`src/sv/hsa_pkg.sv`:
```
// shared types and constants for the handle slot allocator
// no dependencies; imported by the controller, datapath and top level
`timescale 1ns / 1ps

package hsa_pkg;

    localparam int KEY_W = 10;
    localparam int CNT_W = 11;
    localparam int CNT_MAX = 2047;
    localparam int IN_W = 24;
    localparam int OUT_W = 32;
    localparam logic [CNT_W-1:0] CAP_RESET = 11'd1024;

    typedef enum logic [1:0] {
        OP_CREATE  = 2'd0,
        OP_DESTROY = 2'd1,
        OP_QUERY   = 2'd2,
        OP_ITER    = 2'd3
    } op_t;

    // one memory word per slot
    typedef struct packed {
        logic             alive;
        logic [CNT_W-1:0] link;
    } slot_t;

    typedef struct packed {
        logic accept;
        logic exec;
        logic scan;
        logic hold_load;
    } cmd_t;

    typedef struct packed {
        logic scan_end;
        logic out_free;
    } status_t;

endpackage

```
`src/sv/hsa_controller.sv`:
```
// request sequencer for the handle slot allocator
// depends on hsa_pkg; drives the datapath through cmd_t and reads status_t
`timescale 1ns / 1ps

module hsa_controller
    import hsa_pkg::*;
(
    input  logic    clk,
    input  logic    rst_n,
    input  logic    s_tvalid,
    input  op_t     in_op,
    input  status_t st,
    output logic    s_tready,
    output cmd_t    cmd
);

    typedef enum logic [1:0] {
        ST_IDLE,
        ST_EXEC,
        ST_SCAN,
        ST_HOLD
    } state_t;

    state_t state_reg;
    state_t state_next;
    logic   ready_reg;

    always_comb
    begin
        state_next = state_reg;
        cmd = '0;
        unique case (state_reg)
            ST_IDLE:
            begin
                // ready resets low and is registered, so it rises only after reset is released
                if (s_tvalid && ready_reg)
                begin
                    cmd.accept = 1'b1;
                    state_next = (in_op == OP_ITER) ? ST_SCAN : ST_EXEC;
                end
            end
            ST_EXEC:
            begin
                cmd.exec = 1'b1;
                state_next = st.out_free ? ST_IDLE : ST_HOLD;
            end
            ST_SCAN:
            begin
                cmd.scan = 1'b1;
                if (st.scan_end)
                begin
                    state_next = st.out_free ? ST_IDLE : ST_HOLD;
                end
            end
            ST_HOLD:
            begin
                if (st.out_free)
                begin
                    cmd.hold_load = 1'b1;
                    state_next = ST_IDLE;
                end
            end
            default:
            begin
                state_next = ST_IDLE;
            end
        endcase
    end

    always_ff @(posedge clk or negedge rst_n)
    begin
        if (!rst_n)
        begin
            state_reg <= ST_IDLE;
            ready_reg <= 1'b0;
        end
        else
        begin
            state_reg <= state_next;
            ready_reg <= (state_next == ST_IDLE);
        end
    end

    assign s_tready = ready_reg;

endmodule

```
`config.mk`:
```
export PLATFORM = sky130hd
export DESIGN_NAME = hsa_controller
export DESIGN_NICKNAME = d
export VERILOG_FILES = /design/src/sv/hsa_pkg.sv /design/src/sv/hsa_controller.sv
export SDC_FILE = /design/constraint.sdc
export NUM_CORES = 1
export LEC_CHECK = 0
export ABC_AREA = 1
export BUFFER_PORTS_ARGS = -buffer_cell sky130_fd_sc_hd__buf_4
export CAP_MARGIN = 10
export CORE_AREA = 5 5 42 44
export CTS_CLUSTER_DIAMETER = 100
export CTS_CLUSTER_SIZE = 12
export DETAILED_ROUTE_END_ITERATION = 12
export DIE_AREA = 0 0 47 49
export GPL_TIMING_DRIVEN = 0
export PLACE_DENSITY = 0.34
export SETUP_SLACK_MARGIN = 0.5
export SYNTH_ARGS = -nofsm -noshare
export SYNTH_HDL_FRONTEND = slang
export SYNTH_SLANG_ARGS = --single-unit
```
`constraint.sdc`:
```
create_clock -name clk -period 1.5 [get_ports clk]
set_input_delay 0.3 -clock clk [delete_from_list [all_inputs] [get_ports clk]]
set_output_delay 0.3 -clock clk [all_outputs]
set_load 0.01 [all_outputs]
```
# Yosys cells after proc, flatten, opt, wreduce, memory -nomap -nowiden
# Cells that the tools add are included.
[totals]
ff_bits = 3
in_bits = 7
[op_classes]
eq_ne = 4
n_reduce_logical = 3
mux = 12
[ops]
columns = ["op", "n"]
rows = [
  ["$mux 2", 5],
  ["$pmux 2 s4", 1],
  ["$eq 2x2->1 const B", 3],
  ["$mux 1", 6],
  ["$logic_not 2->1", 2],
  ["$eq 2x1->1 const B", 1],
  ["$logic_and 1x1->1", 1],
]

# Depth between registers and ports, before layout
# Gate-level depths: netlist of run 1.
[logic_depth]
depth_word = 5
depth_mapped = 6
ltp_nobuf = 6

# Worst setup path after synthesis of run 1
# No wires, ideal clock.
[synth_path]
path_kind = "register to output"
startpoint = "register state_reg[1]"
endpoint = "output port cmd[0] in the netlist's numbering"
stages_incl_launch_ff = 3
path_buffers = 0
arrival_ns = 0.721
setup_slack_ns = 0.479
t_required_ns = 1.200
cell_sequence = "dfrtp_1 > inv_1 > nor3_1"
[synth_rtl]
columns = ["item", "line", "source"]
rows = [
  ["start: declaration", "hsa_controller.sv:24", "state_t state_reg;"],
  ["start signal: assignment", "hsa_controller.sv:79", "state_reg <= state_next;"],
  ["end: declaration", "hsa_controller.sv:14", "output cmd_t cmd"],
]

==> results of run 1 <==
-- cells in the mapped netlist, drive strengths merged --
master and instances:
nand2 8, inv 6, nor2 5, dfrtp 3
nand3 3, nor3 1
-- what timing repair did --
action                                 CTS  global route
setup endpoints to repair                5             7
endpoints found under the hold margin    3             0
buffers inserted                         2             2
gates resized for setup                  2             4
hold buffers                             1             0
pin swaps                                2             3
-- through the flow --
step / cell area [um^2] / instances / util [%] / hold WS, ps
after floorplan: 184 / 26 / - / 4.41
after global placement: 287 / 53 / 20.4 / 88.6
after detailed placement: 287 / 53 / 20.4 / 91.0
after CTS: 342 / 60 / 24.4 / 363
after global routing: 370 / 62 / 26.4 / 390
final: 370 / 62 / 26.4 / 364
-- critical path: cells and delay by family, from the launching register on --
family,cells,cell delay (ps)
flops,1,390
simple gates,2,130
buf+inv,2,230
-- power groups by stage --
stage / Clock (uW) / Sequential, uW / Combinational [uW]
detailed placement: 0 / 152 / 289
floorplan: 0 / 152 / 165
finish: 143 / 150 / 412
global route: 164 / 156 / 453
CTS: 147 / 152 / 342
global placement: 0 / 151 / 287
-- final cells by class --
cell class / instances / area share [%]
clock buffers: 4 / 7.09
inverters: 6 / 6.08
flip-flops and latches: 3 / 20.3
repair buffers: 16 / 35.1
well taps: 16 / 5.41
multi-input cells: 17 / 26.0
-- kinds of logic after synthesis --
kind of cell | Yosys count
buffers and inverters | 6
flip-flops | 3
AND/OR/NAND/NOR | 17
-- routing by layer --
layer | vias up | GRT usage [%] | share of wire (%)
met2 | 12 | 6.79 | 41
met4 | 0 | 1.38 | 0
met5 | - | 0 | 0
met3 | 0 | 5.17 | 17
met1 | 104 | 5.97 | 42
li1 | 116 | - | -
-- worst max path at each step --
stage	start	to	slack, ps	cells after the start
after floorplan	state_reg[1]$_DFF_PN0_	cmd[3]	500	3
after global placement	state_reg[1]$_DFF_PN0_	cmd[3]	420	4
after detailed placement	state_reg[1]$_DFF_PN0_	cmd[3]	410	4
after CTS	state_reg[0]$_DFF_PN0_	cmd[3]	180	4
after global routing	state_reg[0]$_DFF_PN0_	cmd[3]	150	4
final	state_reg[0]$_DFF_PN0_	cmd[3]	220	4
==> results.tsv, run 1 <==
stage	metric	value	unit
status	status	finished, final reports clean	
cells_and_area	leading cell types in the layout, fill and taps excluded	buf_4 (13), inv_1 (4), nand2_1 (4)	
power_and_ir_drop	Clock Power Share	20.2	%
die	Initial Utilization	12.8	%
yosys	Synth top area share	42.0	%
global_route	number of global-route vias before repair	219	
hold_path	class of the worst hold path	in -> reg	
cells_and_area	Nets	54	
yosys	Area contributors post-synth	dfrtp_1 (42%), nand2_2 (14%), inv_1 (10%), nand3_1 (8.4%), nand2_1 (8.4%)	
route	vias per std cell	3.74	
cts	Clock transition at path regs	40	ps
setup_path	Critical Path Sink Type	primary output	
timing	Pins Over Slew Limit	0	
placed_design	pre-CTS setup slack	413	ps
global_route	largest net degree at the start of global routing	5	
setup_path	crit-path max FO	4	
power_and_ir_drop	switching share of total power	38.5	%
power_and_ir_drop	Sequential Power Share	21.3	%
yosys	Syn Inst Count	26	
timing	worst slew pin tran	118	ps
timing	setup ws final	221	ps
die	Core ar.	1400	um^2
route	ANT nets after route	0	
timing	Final Critical Period	1280	ps
setup_path	slowest cell on the critical path	dfrtp_1	
power_and_ir_drop	leakage power	0.000209	uW
route	starting DRC count in detailed routing	3	
setup_path	CP Cell Sequence	inv_2 > nand2_4 > nor2_2 > buf_4	
setup_path	Worst EP required	1200	ps
die	Rows	14	
cells_and_area	share of layout cells above drive strength 1	60.9	%
yosys	register area share after synthesis	42.0	%
setup_path	Max stage delay on crit path	390	ps
setup_path	Reg2Reg Capture Point	s_tready$_DFF_PN0_	
cells_and_area	area taken by flip-flops and latches	75.1	um^2
cts	worst skew pair latency	230	ps
cts	CTS root buffer	clkbuf_4	
timing	Fin Setup TNS	0	ps
cts	clk sinks	3	
yosys	Synth Area in Compound Gates	0	%
setup_path	Critical Path AT	980	ps
placed_design	GP Congestion	0.666	
yosys	fraction of synthesized area in multiplexers	0	%
timing	Hold Fails Final Rpt	0	
placed_design	DPL Wire Length	388	um
power_and_ir_drop	Combinational Power Share	58.5	%
power_and_ir_drop	Tot Pwr	704	uW
route	drt wl/cell	8.24	um
timing	Final period util	85.3	%
cells_and_area	Antenna Diode Count	0	
timing	Setup Viol. Count Final	0	
route	# DRC	0	
die	Die X	47	um
cells_and_area	P&R area growth vs syn	107	%
power_and_ir_drop	Switch Pwr	271	uW
yosys	Syn Area/Cell	6.88	um^2
cells_and_area	Largest register FFs	2	
global_route	first-pass GRT wire length	834	um
yosys	xor/xnor share of the synthesized area	0	%
cts	CTS tree	done	
cells_and_area	area of the multi-input gates	96.3	um^2
setup_path	flop2flop setup slack	520	ps
cts	H-tree depth	1	
yosys	Post-Synth Simple-Gate Area	45.5	%
power_and_ir_drop	power per cell area	1900	nW/um^2
hold_path	origin of the worst min-delay path	st[0]	
yosys	Distinct cells, synth	9	
yosys	Seq cells post-synth	3	
yosys	Synth Area in Adders	0	%
timing	RSZ-0062 raised after global routing	yes	
setup_path	Crit Reg-Reg Startpoint	state_reg[0]$_DFF_PN0_	
setup_path	type of origin of the critical path	register	
yosys	Syn Std Cell Area	179	um^2
hold_path	Worst Hold End	state_reg[1]$_DFF_PN0_	
route	Vias	232	
yosys	Post-Syn Nets	33	
global_route	All-Layer GR Usage	5.22	%
power_and_ir_drop	Worst VDD drop	0.952	mV
route	first drt pass iteration count	4	
global_route	initial antenna violation count	0	
cts	CTS Buf Count	3	
global_route	remaining global-route overflow	0	
timing	highest clock rate	0.782	GHz
cells_and_area	most common cell after layout, fill and taps aside	buf_4	
die	io pins	12	
yosys	Syn. warnings	0	
yosys	post-synth top area cell	dfrtp_1	
cells_and_area	fill count	164	
placed_design	Port-buffer cells	11	
flow_run	max cap viols	0	
route	final WL	511	um
setup_path	Setup CP Type	reg -> out	
cts	clock buffer depth	2	
die	Die Ht	49	um
setup_path	R2R depth	5	
die	die area	2300	um^2
timing	relative max-transition margin	92.1	%
timing	Clock Skew	4.73	ps
power_and_ir_drop	Internal	433	uW
yosys	largest family of logic cells by synthesized area	simple AND/OR/NAND/NOR gates	
hold_path	hold depth	4	
Power figures use the tool's default switching activity.
==> inputs of run 2 (changes only) <==
REMOVE_ABC_BUFFERS = 1   (was default)
==> run 2 against run 1 <==
  * Critical path depth unchanged
  * Non-clock buffer count increased by 3
  * Wire length increased by 17%
  * Hold slack improved by 11 ps
  * Via count increased by 3.0%
  * Clock power about the same
  * Final cell count increased by 4.8%
  * Count of clock-buffer cells in the layout unchanged
  * Global-route usage increased by 0.50 points
  * Setup slack got worse by 13 ps
==> results.tsv, run 2 (synthesis gave the netlist of run 1 again) <==
stage	metric	value	unit	change
global_route	All-Layer GR Usage	5.72	%	+0.50 points
timing	worst slew pin tran	132	ps	+13.4 ps
cells_and_area	Post-Layout Cell Count	65		+4.8%
cells_and_area	share of layout cells above drive strength 1	69.4	%	+8.5 points
route	final WL	599	um	+17%
route	Vias	239		+3.0%
route	met1 wire length	257	um	+21%
global_route	largest net degree at the start of global routing	5		unchanged
cts	CTS tree	done		
cts	worst skew pair latency	230	ps	about the same
cells_and_area	leading cell types in the layout, fill and taps excluded	buf_4 (18), nand2_2 (5), inv_1 (4)		
timing	Final Critical Period	1290	ps	+12.5 ps
setup_path	slowest cell on the critical path	dfrtp_1		
timing	highest clock rate	0.774	GHz	-0.97%
global_route	number of global-route vias before repair	223		+1.8%
placed_design	DPL Wire Length	419	um	+7.8%
route	ANT nets after route	0		unchanged
power_and_ir_drop	leakage power	0.000222	uW	+6.3%
placed_design	Placed Cells	53		unchanged
power_and_ir_drop	Worst VDD drop	0.634	mV	-33%
route	first drt pass iteration count	1		-3
setup_path	Setup CP Type	reg -> out		
setup_path	flop2flop setup slack	440	ps	-80 ps
placed_design	Cell Area, Placed	282	um^2	-1.7%
route	drt wl/cell	9.22	um	+12%
cells_and_area	utilization after layout	28.6	%	+2.1 points
setup_path	R2R depth	8		+3
timing	Hold Fails Final Rpt	0		unchanged
cts	H-tree depth	1		unchanged
timing	Fin Setup TNS	0	ps	unchanged
route	Met2 Routed Length	252	um	+20%
die	Die X	47	um	unchanged
cells_and_area	Largest register FFs	2		unchanged
route	vias per std cell	3.68		-1.7%
setup_path	Reg2Reg Capture Point	s_tready$_DFF_PN0_		
placed_design	GP Congestion	0.780		+17%
cells_and_area	Nets	57		+5.6%
cts	clock buffer depth	2		unchanged
power_and_ir_drop	power per cell area	1920	nW/um^2	+1.2%
setup_path	Critical Path Sink Type	primary output		
hold_path	hold depth	4		unchanged
cts	CTS root buffer	clkbuf_4		
die	Rows	14		unchanged
hold_path	origin of the worst min-delay path	st[0]		
setup_path	CP Cell Sequence	inv_2 > buf_4 > nor2_4 > buf_4		
die	die area	2300	um^2	unchanged
die	Die Ht	49	um	unchanged
placed_design	Port-buffer cells	11		unchanged
die	io pins	12		unchanged
cts	CTS Buf Count	3		unchanged
flow_run	max cap viols	0		unchanged
route	# DRC	0		unchanged
setup_path	Max stage delay on crit path	390	ps	about the same
route	starting DRC count in detailed routing	0		-3
die	Core ar.	1400	um^2	unchanged
cells_and_area	P&R area growth vs syn	124	%	
route	top layer in use	met4		
timing	relative max-transition margin	91.2	%	-0.89 points
setup_path	Critical Path AT	990	ps	about the same
hold_path	class of the worst hold path	in -> reg		
timing	Setup Viol. Count Final	0		unchanged
die	Initial Utilization	12.8	%	unchanged
setup_path	Crit Reg-Reg Startpoint	state_reg[0]$_DFF_PN0_		
global_route	initial antenna violation count	0		unchanged
cells_and_area	Antenna Diode Count	0		unchanged
route	met3 wire length	73	um	-16%
cts	clk sinks	3		unchanged
global_route	remaining global-route overflow	0		unchanged
hold_path	Worst Hold End	state_reg[1]$_DFF_PN0_		
setup_path	type of origin of the critical path	register		
timing	Pins Over Slew Limit	0		unchanged
setup_path	crit-path max FO	4		unchanged
cts	Clock transition at path regs	40	ps	about the same
timing	Final period util	86.1	%	+0.84 points
status	status	finished, final reports clean		
timing	RSZ-0062 raised after global routing	yes		
global_route	first-pass GRT wire length	883	um	+5.9%
setup_path	CP dominant cell by count	buf_4		
setup_path	Worst EP required	1200	ps	about the same
timing	Clock Skew	2.32	ps	-2.42 ps
cells_and_area	final instance area	400	um^2	+8.1%
cells_and_area	most common cell after layout, fill and taps aside	buf_4		
## run 2: stage by stage
stage | setup slack (ps) | hold slack, ps | total power [uW]
detailed placement | 400 | 90.2 | 439
CTS | 210 | 361 | 709
global placement | 425 | 89.6 | 433
floorplan | 479 | 4.41 | 311
finish | 208 | 375 | 770
global route | 161 | 405 | 839
## run 2: worst max path at each step
stage	startpoint	end	slack, ps	depth (start not counted)
finish	state_reg[0]$_DFF_PN0_	cmd[2]	210	4
global route	state_reg[0]$_DFF_PN0_	cmd[3]	160	4
CTS	state_reg[0]$_DFF_PN0_	cmd[2]	210	4
detailed placement	state_reg[0]$_DFF_PN0_	cmd[3]	400	4
global placement	state_reg[0]$_DFF_PN0_	cmd[3]	430	4
floorplan	state_reg[1]$_DFF_PN0_	cmd[0]	480	2
## run 2: layout make-up
cell class                 instances  area, um^2
sequential                         3        75.1
fill                             169        1000
timing repair buffer              19         145
tap                               16        20.0
clock buffer                       4        26.3
multi-input combinational         17         111
inverter                           6        22.5
## run 2: timing repair
item | in CTS | in global routing
hold buffers | 1 | 0
pin swaps | 3 | 3
hold endpoints to repair | 3 | 0
buffers inserted | 5 | 2
endpoints found under the setup margin | 5 | 8
resized for setup | 4 | 5
## run 2: power breakdown
part	leakage [uW]	switching, uW	total, uW	internal, uW
combinational	0.000170	229	480	250
sequential	0.0000370	27.3	148	121
clock	0.0000150	42.6	142	99.7
total	0.000222	299	770	471
## run 2: metal layers
layer	track usage, %	vias to the layer above
li1	-	123
met1	7.32	100
met2	6.79	14
met3	1.11	2
met4	6.91	0
met5	0	-
## run 2: critical path, delay by kind of cell (launching register included)
family / cells / cell delay [ps]
AND/OR/NAND/NOR: 1 / 20
buffers and inverters: 3 / 350
flip-flops: 1 / 390
